File: src/hw/rtl/mmr_pkg.sv
package mmr_pkg;

  // status byte constants
  localparam logic [7:0] BYTE_CLOCK    = 8'hF8;
  localparam logic [7:0] STATUS_FIRST  = 8'h80;
  localparam logic [7:0] STATUS_SYSTEM = 8'hF0;

  // command nibbles
  localparam logic [3:0] CMD_NOTE_OFF = 4'h8;
  localparam logic [3:0] CMD_NOTE_ON  = 4'h9;
  localparam logic [3:0] CMD_CTRL     = 4'hB;
  localparam logic [3:0] CMD_BEND     = 4'hE;

  // routing word and field widths
  localparam int ROUTE_W   = 27;
  localparam int SLOT_W    = 3;
  localparam int REG_IDX_W = 3;

  localparam logic [15:0] BEND_CENTER = 16'd8192;

  typedef enum logic [2:0] {
    KIND_TICK = 3'd0,
    KIND_PLAY = 3'd1,
    KIND_STOP = 3'd2,
    KIND_CTRL = 3'd3,
    KIND_BEND = 3'd4
  } event_kind_t;

  typedef enum logic [1:0] {
    PH_STATUS = 2'd0,
    PH_FIRST  = 2'd1,
    PH_SECOND = 2'd2
  } parse_phase_t;

  // controller to datapath
  typedef struct packed {
    logic take_byte;
    logic emit;
  } dp_cmd_t;

  // datapath to controller
  typedef struct packed {
    logic pending;
    logic out_free;
  } dp_status_t;

endpackage

File: src/hw/rtl/mmr_ctrl.sv
module mmr_ctrl (
  input  logic               clk,
  input  logic               rst,
  input  logic               in_valid,
  output logic               in_ready,
  input  mmr_pkg::dp_status_t status,
  output mmr_pkg::dp_cmd_t    cmd
);

  typedef enum logic {
    ST_IDLE,
    ST_BUSY
  } state_t;

  state_t state;

  // state register
  always_ff @(posedge clk) begin
    if (rst) begin
      state <= ST_IDLE;
    end else begin
      case (state)
        ST_IDLE: begin
          if (in_valid) state <= ST_BUSY;
        end
        ST_BUSY: begin
          if (!status.pending) state <= ST_IDLE;
        end
        default: state <= ST_IDLE;
      endcase
    end
  end

  // handshake and commands
  always_comb begin
    in_ready      = (state == ST_IDLE);
    cmd.take_byte = (state == ST_IDLE) && in_valid;
    cmd.emit      = (state == ST_BUSY) && status.pending && status.out_free;
  end

endmodule

File: src/hw/rtl/mmr_datapath.sv
module mmr_datapath #(
  parameter int SLOT_COUNT = 8
) (
  input  logic                                 clk,
  input  logic                                 rst,
  input  mmr_pkg::dp_cmd_t                     cmd,
  output mmr_pkg::dp_status_t                  status,
  input  logic [7:0]                           rx_byte,
  input  logic                                 cfg_write,
  input  logic [mmr_pkg::REG_IDX_W-1:0]        cfg_index,
  input  logic [mmr_pkg::ROUTE_W-1:0]          cfg_data,
  output logic                                 out_valid,
  input  logic                                 out_ready,
  output logic [2:0]                           event_kind,
  output logic [mmr_pkg::SLOT_W-1:0]           slot_index,
  output logic signed [8:0]                    out_key,
  output logic [7:0]                           out_velocity,
  output logic [7:0]                           controller_id,
  output logic [7:0]                           controller_value,
  output logic signed [15:0]                   bend_offset,
  output logic                                 last_of_run
);

  localparam int IDX_W = (SLOT_COUNT > 1) ? $clog2(SLOT_COUNT) : 1;

  logic [mmr_pkg::ROUTE_W-1:0] route_word [SLOT_COUNT];

  mmr_pkg::parse_phase_t phase;
  logic [3:0]            held_channel;
  logic [3:0]            held_command;
  logic [7:0]            held_first_data;
  logic [7:0]            held_second;
  logic                  tick_pending;
  logic [SLOT_COUNT-1:0] slot_mask;
  logic [SLOT_COUNT-1:0] match_next;

  // routing registers
  always_ff @(posedge clk) begin
    if (rst) begin
      for (int i = 0; i < SLOT_COUNT; i++) route_word[i] <= '0;
    end else if (cfg_write && (32'(cfg_index) < SLOT_COUNT)) begin
      route_word[cfg_index[IDX_W-1:0]] <= cfg_data;
    end
  end

  // per-slot match against the held message
  always_comb begin
    for (int s = 0; s < SLOT_COUNT; s++) begin
      logic       en;
      logic [3:0] note_ch;
      logic [3:0] ctrl_ch;
      logic [6:0] lo_key;
      logic [6:0] hi_key;
      en      = route_word[s][0];
      note_ch = route_word[s][4:1];
      ctrl_ch = route_word[s][8:5];
      lo_key  = route_word[s][15:9];
      hi_key  = route_word[s][22:16];
      case (held_command)
        mmr_pkg::CMD_NOTE_OFF, mmr_pkg::CMD_NOTE_ON:
          match_next[s] = en && (note_ch == held_channel) &&
                          (held_first_data >= {1'b0, lo_key}) &&
                          (held_first_data <= {1'b0, hi_key});
        mmr_pkg::CMD_CTRL: match_next[s] = en && (ctrl_ch == held_channel);
        mmr_pkg::CMD_BEND: match_next[s] = en && (note_ch == held_channel);
        default:           match_next[s] = 1'b0;
      endcase
    end
  end

  // lowest pending slot
  logic [IDX_W-1:0]      sel;
  logic [SLOT_COUNT-1:0] mask_after;
  always_comb begin
    sel = '0;
    for (int i = SLOT_COUNT - 1; i >= 0; i--) begin
      if (slot_mask[i]) sel = IDX_W'(i);
    end
    mask_after      = slot_mask;
    mask_after[sel] = 1'b0;
  end

  // fields of the selected slot
  logic [mmr_pkg::ROUTE_W-1:0] sel_word;
  logic signed [8:0]           trans9;
  logic signed [8:0]           key_calc;
  logic [7:0]                  vel_calc;
  logic [15:0]                 bend_raw;
  mmr_pkg::event_kind_t        kind_calc;
  always_comb begin
    sel_word = route_word[sel];
    trans9   = {{5{sel_word[26]}}, sel_word[26:23]};
    key_calc = $signed({1'b0, held_first_data}) + (trans9 <<< 3) + (trans9 <<< 2);
    vel_calc = (held_command == mmr_pkg::CMD_NOTE_OFF) ? 8'd0 : held_second;
    bend_raw = {1'b0, held_second, 7'b0} | {8'b0, held_first_data};
    case (held_command)
      mmr_pkg::CMD_CTRL: kind_calc = mmr_pkg::KIND_CTRL;
      mmr_pkg::CMD_BEND: kind_calc = mmr_pkg::KIND_BEND;
      default: kind_calc = (vel_calc == 8'd0) ? mmr_pkg::KIND_STOP : mmr_pkg::KIND_PLAY;
    endcase
  end

  // parser and pending run
  always_ff @(posedge clk) begin
    if (rst) begin
      phase           <= mmr_pkg::PH_STATUS;
      held_channel    <= '0;
      held_command    <= '0;
      held_first_data <= '0;
      tick_pending    <= 1'b0;
      slot_mask       <= '0;
    end else if (cmd.take_byte) begin
      if (rx_byte == mmr_pkg::BYTE_CLOCK) begin
        tick_pending <= 1'b1;
      end else begin
        case (phase)
          mmr_pkg::PH_FIRST: begin
            held_first_data <= rx_byte;
            phase           <= mmr_pkg::PH_SECOND;
          end
          mmr_pkg::PH_SECOND: begin
            held_second <= rx_byte;
            slot_mask   <= match_next;
            phase       <= mmr_pkg::PH_STATUS;
          end
          default: begin
            if (rx_byte >= mmr_pkg::STATUS_FIRST && rx_byte < mmr_pkg::STATUS_SYSTEM) begin
              held_channel <= rx_byte[3:0];
              held_command <= rx_byte[7:4];
              phase        <= mmr_pkg::PH_FIRST;
            end else begin
              phase <= mmr_pkg::PH_STATUS;
            end
          end
        endcase
      end
    end else if (cmd.emit) begin
      if (tick_pending) tick_pending <= 1'b0;
      else              slot_mask    <= mask_after;
    end
  end

  // output register valid
  always_ff @(posedge clk) begin
    if (rst) begin
      out_valid <= 1'b0;
    end else if (cmd.emit) begin
      out_valid <= 1'b1;
    end else if (out_ready) begin
      out_valid <= 1'b0;
    end
  end

  // output payload
  always_ff @(posedge clk) begin
    if (cmd.emit) begin
      out_key          <= '0;
      out_velocity     <= '0;
      controller_id    <= '0;
      controller_value <= '0;
      bend_offset      <= '0;
      if (tick_pending) begin
        event_kind  <= mmr_pkg::KIND_TICK;
        slot_index  <= '0;
        last_of_run <= 1'b1;
      end else begin
        event_kind  <= kind_calc;
        slot_index  <= mmr_pkg::SLOT_W'(sel);
        last_of_run <= (mask_after == '0);
        case (kind_calc)
          mmr_pkg::KIND_PLAY: begin
            out_key      <= key_calc;
            out_velocity <= vel_calc;
          end
          mmr_pkg::KIND_STOP: out_key <= key_calc;
          mmr_pkg::KIND_CTRL: begin
            controller_id    <= held_first_data;
            controller_value <= held_second;
          end
          mmr_pkg::KIND_BEND: bend_offset <= $signed(bend_raw - mmr_pkg::BEND_CENTER);
          default: ;
        endcase
      end
    end
  end

  // status to controller
  always_comb begin
    status.pending  = tick_pending || (slot_mask != '0);
    status.out_free = !out_valid || out_ready;
  end

endmodule

File: src/hw/rtl/midi_message_router.sv
// channel   handshake            payload
// in        in_valid/in_ready    rx_byte
// out       out_valid/out_ready  event_kind slot_index out_key out_velocity
//                                controller_id controller_value bend_offset last_of_run
// cfg       cfg_write            cfg_index cfg_data
//
// a byte is taken in idle, then busy emits its results, if any, and returns to idle
// the slot scan emits one result per cycle while the output register is free, from a registered match mask
// the next byte is taken once the run is finished, even if the last result waits
// rst is synchronous and clears the parser, routing words and output valid
// a stall on out holds the run in place until the result register frees up
module midi_message_router #(
  parameter int SLOT_COUNT = 8
) (
  input  logic                          clk,
  input  logic                          rst,
  input  logic                          in_valid,
  output logic                          in_ready,
  input  logic [7:0]                    rx_byte,
  output logic                          out_valid,
  input  logic                          out_ready,
  output logic [2:0]                    event_kind,
  output logic [mmr_pkg::SLOT_W-1:0]    slot_index,
  output logic signed [8:0]             out_key,
  output logic [7:0]                    out_velocity,
  output logic [7:0]                    controller_id,
  output logic [7:0]                    controller_value,
  output logic signed [15:0]            bend_offset,
  output logic                          last_of_run,
  input  logic                          cfg_write,
  input  logic [mmr_pkg::REG_IDX_W-1:0] cfg_index,
  input  logic [mmr_pkg::ROUTE_W-1:0]   cfg_data
);

  mmr_pkg::dp_cmd_t    cmd;
  mmr_pkg::dp_status_t status;

  mmr_ctrl u_ctrl (
    .clk      (clk),
    .rst      (rst),
    .in_valid (in_valid),
    .in_ready (in_ready),
    .status   (status),
    .cmd      (cmd)
  );

  mmr_datapath #(
    .SLOT_COUNT (SLOT_COUNT)
  ) u_datapath (
    .clk              (clk),
    .rst              (rst),
    .cmd              (cmd),
    .status           (status),
    .rx_byte          (rx_byte),
    .cfg_write        (cfg_write),
    .cfg_index        (cfg_index),
    .cfg_data         (cfg_data),
    .out_valid        (out_valid),
    .out_ready        (out_ready),
    .event_kind       (event_kind),
    .slot_index       (slot_index),
    .out_key          (out_key),
    .out_velocity     (out_velocity),
    .controller_id    (controller_id),
    .controller_value (controller_value),
    .bend_offset      (bend_offset),
    .last_of_run      (last_of_run)
  );

  // an accepted byte always starts a busy period
  a_busy_after_take: assert property (@(posedge clk) disable iff (rst)
    (in_valid && in_ready) |=> !in_ready)
    else $error("input ready right after a byte was taken");

  // more results of the run still to come
  a_busy_mid_run: assert property (@(posedge clk) disable iff (rst)
    (out_valid && out_ready && !last_of_run) |=> !in_ready)
    else $error("input ready while a run is unfinished");

  // a tick is a run of one addressed to slot zero
  a_tick_shape: assert property (@(posedge clk) disable iff (rst)
    (out_valid && event_kind == mmr_pkg::KIND_TICK) |-> (last_of_run && slot_index == '0))
    else $error("malformed tick result");

endmodule

File: config.mk
export PLATFORM = sky130hd
export DESIGN_NAME = midi_message_router
export DESIGN_NICKNAME = d
export VERILOG_FILES = /design/src/hw/rtl/mmr_pkg.sv /design/src/hw/rtl/mmr_ctrl.sv /design/src/hw/rtl/mmr_datapath.sv /design/src/hw/rtl/midi_message_router.sv
export SDC_FILE = /design/constraint.sdc
export NUM_CORES = 1
export LEC_CHECK = 0
export BUFFER_PORTS_ARGS = -buffer_cell sky130_fd_sc_hd__buf_2
export CAP_MARGIN = 20
export CORE_AREA = 2 2 246 248
export DETAILED_ROUTE_END_ITERATION = 12
export DIE_AREA = 0 0 248 250
export SKIP_CTS_REPAIR_TIMING = 1
export SYNTH_ARGS = -nofsm -noshare
export SYNTH_HDL_FRONTEND = slang
export SYNTH_HIERARCHICAL = 1
export SYNTH_SLANG_ARGS = --single-unit
File: constraint.sdc
create_clock -name clk -period 7 [get_ports clk]
set_input_delay 1.05 -clock clk [delete_from_list [all_inputs] [get_ports clk]]
set_output_delay 1.05 -clock clk [all_outputs]
set_load 0.01 [all_outputs]
==> run_results.csv, run 1 <==
group,metric,value,unit
synthesis,syn_area,15800,um2
synthesis,synth_compound_area_share,7.44,%
drt,first_pass_iters,5,
timing,max_freq,248,MHz
placement,place.port_buffers,100,
critical_path,required,7.28,ns
drt,antenna_left,0,
final_layout,layout_commonest_cell,"edfxtp_1",
critical_path,cp-end-kind,"flop",
timing,finalClockSkew,0.0203,ns
placement,place.detailed.hpwl,28.3,mm
global_routing,grt_pass1_wl,63.3,mm
final_layout,finalInstanceArea,18500,um2
synthesis,synth_xor_area_share,3.71,%
timing,min_period_over_period,57.6,%
floorplanning,initial_core_util,26.6,%
synthesis,ys_ff_latch,309,
synthesis,ys_seq_area_share,56.8,%
critical_path,cp_max_fo,14,
timing,fin_setup_tns,0,ns
timing,fin_crit,4.03,ns
synthesis,yosysWarnings,6,
timing,rsz0062_at_grt,"false",
final_layout,nFillCells,5952,
synthesis,synth.top_cell.area_share,53.1,%
final_layout,final_nets,1620,
hold_path,hold_class,"reg2reg",
floorplanning,ios,101,
synthesis,synth_area_leaders,"edfxtp_1, and2_1, ha_1",
timing,setup_viol,0,
critical_path,setup.worst_path.start_class,"flop",
final_layout,num_antenna_cells,0,
timing,hold_ws,0.472,ns
synthesis,muxShareOfSynthArea,1.45,%
pwr,irDropWorstVdd,0.000153,V
final_layout,regArea,8990,um2
pwr,power_density,233,nW/um2
placement,dp_slack,3.03,ns
floorplanning,die_area,62000,um2
clock_network,cts_tree,"built",
clock_network,clock-sinks,309,
timing,finalMaxSlewViolations,0,
clock_network,cts-root-buf,"clkbuf_16",
synthesis,synth_top_family_by_area,"simple AND/OR/NAND/NOR gates",
pwr,cellLeakagePower,7.70,nW
drt,drt_wl_total,41.9,mm
synthesis,ys.flop_type,"edfxtp_1",
synthesis,synth_edf_count,280,
clock_network,clock_latency,0.54,ns
synthesis,synth_cells,1328,
timing,max_slew.worst_pin.slew,0.988,ns
synthesis,syn-num-nets,1496,
clock_network,clockBufferDepth,3,
drt,wl_per_cell,18.5,um
floorplanning,rows,90,
synthesis,syn_avg_cell_area,11.9,um2
final_layout,layout-drive-gt1-share,13.4,%
synthesis,yosys.area_share.simple,16.5,%
placement,gp_congestion,0.811,
global_routing,grt_pass1_vias,10400,
outcome,status,"finished, final reports clean",
global_routing,grt.total_usage,13.6,%
timing,maxSlewHeadroom,33.9,%
timing,hold_viol_final,0,
synthesis,async_flop_share,0,%
placement,dpl-instance-area,17400,um2
drt,avgViaCountPerCell,4.60,
pwr,p_total,4.31,mW
final_layout,syn2layout_area_growth,17.0,%
floorplanning,fp.dieW,248,um
clock_network,cts.htree.levels,2,
global_routing,grt_start_max_net_pins,58,
synthesis,synthAdderAreaFrac,10.1,%
global_routing,grt_overflow,0,
job,maxCapViolations,0,
final_layout,multi_input_area,6230,um2
critical_path,worstPathArrival,4.32,ns
synthesis,synth_area_leader_cell,"edfxtp_1",
clock_network,clk_pin_slew_worst_paths,0.06,ns
drt,drtIter0Drc,644,
final_layout,final_cell_mix,"edfxtp_1, and2_1, ha_1",
synthesis,synth.distinct_cells,63,
floorplanning,die_h,250,um
floorplanning,fp.coreArea,59600,um2
global_routing,antenna_found_initial,2,
critical_path,path_class,"reg2reg",
timing,fin_ws,2.97,ns
drt,vias,10400,
drt,drc,0,
clock_network,cts-buffers-inserted,37,
[metal layers]
metal  wire, um  up-vias  share of wire (%)  global-route usage (%)
met5         27        -              0.065                       0
met4       1030        4                2.5                    4.45
met3       2410       65                5.8                    2.48
met2      19800      268                 47                    22.3
met1      18600     5109                 44                    17.9
li1           -     4946                  -                       -
[layout make-up]
class                      count  share of cell area [%]
clock buffer                  49                    5.58
clock inverter                16                   0.594
inverter                     123                    2.49
multi-input combinational    852                    33.7
sequential                   309                    48.5
tap                          782                    5.28
timing repair buffer         129                    3.88
[Yosys cell counts (3+ instances only)]
cell type	count
nand4b_1	3
or2_2	3
a2111oi_0	3
o211ai_1	3
o21a_1	8
dfxtp_1	29
nor4_1	11
nor2b_1	14
a21oi_1	43
a31oi_1	8
nor3_1	30
nand2b_1	9
buf_2	9
nand4_1	19
nor2_1	57
o2111ai_1	5
nand3_1	22
and2_1	246
ha_1	121
or2_1	3
and3_1	3
o21ai_0	38
o21ai_1	4
edfxtp_1	280
a21boi_0	3
clkbuf_1	34
fa_1	4
xnor2_1	26
xor2_1	41
a21o_1	18
a211o_1	7
o22ai_1	9
inv_1	120
mux2i_1	23
nand2_1	30
a211oi_1	9
[stage by stage]
| stage | std cells | util (%) |
|---|---|---|
| after floorplan | 1328 | - |
| after global placement | 2195 | 29.2 |
| after detailed placement | 2195 | 29.2 |
| after CTS | 2260 | 31.1 |
| after global routing | 2260 | 31.1 |
| final | 2260 | 31.1 |
[power by group]
part	internal (mW)	switching (mW)
logic	0.131	0.224
registers	2.10	0.0371
clock network	1.07	0.740
[kinds of logic after synthesis]
kind of cell               after synthesis
AOI/OAI and AO/OA                      179
and+or+nand+nor                        458
xor gates and xnor gates                67
buffers and inverters                  167
DFF                                    309
adders and majority gates              125
muxes                                   23
[path summary, 6_finish.rpt]
| path | startpoint | end | slack, ns | cells after the start |
|---|---|---|---|---|
| worst max register to register | u_datapath/slot_mask[2] | u_datapath/out_key[8] | 2.97 | 15 |
| worst min register to register | u_datapath/held_first_data[0] | u_datapath/held_first_data[0] | 0.47 | 2 |
| worst min-delay path | u_datapath/held_first_data[0] | u_datapath/held_first_data[0] | 0.47 | 2 |
| worst max-delay path | u_datapath/slot_mask[2] | u_datapath/out_key[8] | 2.97 | 15 |
[registers in the layout, indices dropped and copies added, names as in the netlist, 8 cells and up]
name	cells
u_datapath/out_velocity	8
u_datapath/out_key	9
u_datapath/controller_value	8
u_datapath/held_first_data	8
u_datapath/held_second	8
u_datapath/slot_mask	8
u_datapath/controller_id	8
u_datapath/route_word	216
u_datapath/bend_offset	16
[critical path, cell delays in order (launching register included)]
cell	delay (ns)
dfxtp_1	0.55
nor2_1	0.15
a221oi_4	0.75
mux2i_1	0.19
o32a_1	0.32
o221a_2	0.15
fa_1	0.57
inv_1	0.06
ha_1	0.29
a21o_1	0.16
a21oi_1	0.17
nor2b_1	0.08
nor2_1	0.09
nor2_1	0.06
xnor2_1	0.13
nor2_1	0.06
(Power assumes the default switching activity.)
==> inputs of run 2 (changes only) <==
==> constraint.sdc (replaced) <==
create_clock -name clk -period 3.8 [get_ports clk]
set_input_delay 0.57 -clock clk [delete_from_list [all_inputs] [get_ports clk]]
set_output_delay 0.57 -clock clk [all_outputs]
set_load 0.01 [all_outputs]
==> run 2 against run 1 <==
  * Count of clock-buffer cells in the layout decreased by 1
  * Core utilization is 0.21 points higher
  * Routed wire length shrank 1.0%
  * First-iteration DRC count is 8.1% higher
  * Maximum frequency rose by 14%
  * Highest routed layer unchanged
==> run_results.csv, run 2 (synthesis results as in run 1) <==
group,metric,value,unit
outcome,status,"finished, final reports clean",
pwr,netSwitchingFraction,23.0,%
critical_path,cp-end-kind,"flop",
pwr,p_total,7.92,mW
job,maxCapViolations,0,
timing,max_slew.worst_pin.slew,1.02,ns
global_routing,grt.total_usage,13.4,%
drt,drtIter0Drc,696,
critical_path,setup.worst_path.start_class,"flop",
clock_network,cts-buffers-inserted,35,
final_layout,layout-drive-gt1-share,14.5,%
final_layout,final_nets,1637,
critical_path,required,4.08,ns
timing,rsz0062_at_grt,"false",
drt,wl_per_cell,18.2,um
clock_network,clk_pin_slew_worst_paths,0.06,ns
timing,hold_viol_final,0,
hold_path,hold_depth,1,
global_routing,grt_overflow,0,
critical_path,path_class,"reg2reg",
hold_path,hold_class,"in2reg",
timing,finalClockSkew,0.0122,ns
global_routing,grt_start_max_net_pins,58,
placement,gp_congestion,0.835,
clock_network,clockBufferDepth,3,
critical_path,worstPathArrival,3.81,ns
floorplanning,fp.dieW,248,um
final_layout,syn2layout_area_growth,17.8,%
final_layout,largest_reg_flops,216,
timing,fin_crit,3.53,ns
drt,vias,10400,
pwr,clockPowerShare,42.0,%
clock_network,cts.htree.levels,2,
timing,fin_setup_tns,0,ns
clock_network,clock_latency,0.54,ns
pwr,cellLeakagePower,7.79,nW
pwr,power.internal,6.10,mW
final_layout,nFillCells,5920,
floorplanning,die_h,250,um
floorplanning,rows,90,
global_routing,grt_pass1_wl,62.7,mm
pwr,irDropWorstVdd,0.000280,V
drt,antenna_left,0,
global_routing,antenna_found_initial,5,
pwr,switching_power,1.82,mW
floorplanning,ios,101,
final_layout,final_cell_mix,"edfxtp_1, and2_1, ha_1",
timing,finalMaxSlewViolations,0,
drt,drt_wl_total,41.4,mm
final_layout,top_register,"u_datapath/route_word",
placement,place.port_buffers,100,
floorplanning,initial_core_util,26.6,%
final_layout,reg_top3,"u_datapath/route_word: 216 flops, u_datapath/bend_offset: 16 flops, u_datapath/out_key: 9 flops",
floorplanning,die_area,62000,um2
clock_network,cts_tree,"built",
pwr,power_density,425,nW/um2
pwr,power_frac_seq,49.8,%
critical_path,cp_max_fo,8,
drt,avgViaCountPerCell,4.56,
drt,drc,0,
final_layout,layout_commonest_cell,"edfxtp_1",
global_routing,grt_pass1_vias,10500,
clock_network,clock-sinks,309,
timing,setup_viol,0,
timing,max_freq,284,MHz
clock_network,cts-root-buf,"clkbuf_16",
pwr,pwr-share-comb,8.3,%
drt,first_pass_iters,6,
timing,min_period_over_period,92.8,%
timing,maxSlewHeadroom,31.8,%
floorplanning,fp.coreArea,59600,um2
placement,place.detailed.hpwl,29.2,mm
critical_path,rr_worst_depth,16,
[run 2: worst paths after layout]
kind / slack, ns / from / end
setup reg to reg: 0.27 / u_datapath/slot_mask[0] / u_datapath/out_key[8]
setup / recovery: 0.27 / u_datapath/slot_mask[0] / u_datapath/out_key[8]
hold / removal: 0.26 / rx_byte[6] / u_datapath/held_second[6]
hold reg to reg: 0.46 / u_datapath/held_first_data[0] / u_datapath/held_first_data[0]
[run 2: layout make-up]
| type | instances | area (um2) | area share [%] |
|---|---|---|---|
| Clock buffer | 48 | 925 | 4.96 |
| Clock inverter | 15 | 184 | 0.986 |
| Inverter | 123 | 462 | 2.48 |
| Antenna cell | 1 | 2.50 | 0.0134 |
| Tap cell | 782 | 978 | 5.25 |
| Multi-Input combinational cell | 852 | 6250 | 33.5 |
| Sequential cell | 309 | 8990 | 48.2 |
| Timing Repair Buffer | 148 | 865 | 4.64 |
[run 2: power by group through the flow]
stage | Clock (mW) | Combinational (mW) | Sequential, mW
2_1_floorplan | 0 | 0.412 | 4.00
3_3_place_gp | 0 | 0.632 | 4.01
3_5_place_dp | 0 | 0.654 | 4.02
4_1_cts | 3.41 | 0.657 | 3.94
5_1_grt | 3.54 | 0.736 | 3.96
6_report | 3.33 | 0.654 | 3.94
[run 2: worst max-delay path, cell delays in order (launching register included)]
cell and delay [ns]:
dfxtp_1 0.37, nor3_1 0.41, a221oi_4 0.10, buf_4 0.18, buf_4 0.13, mux2i_1 0.12
o221a_2 0.31, fa_1 0.56, inv_1 0.06, ha_1 0.29, a21o_1 0.16, a21oi_1 0.17
nor2b_1 0.08, nor2_1 0.09, nor2_1 0.05, xnor2_1 0.13, nor2_1 0.05
[run 2: per-stage QoR]
step	hold slack [ns]	utilization [%]	cell area [um2]	cells	setup slack [ns]
finish	0.259	31.3	18700	2278	0.273
global route	0.251	31.3	18700	2278	0.0215
CTS	0.230	31.2	18600	2274	0.173
detailed placement	0.451	29.4	17500	2211	0.168
global placement	0.453	29.4	17500	2211	0.202
floorplan	0.436	-	15800	1328	0.470
[run 2: metal layers]
metal	part of all wire, %	wire, um	GRT usage [%]
met3	6.2	2550	2.80
met4	2.4	991	4.41
met1	44	18000	17.2
met5	0.12	51	0
met2	48	19800	22.5
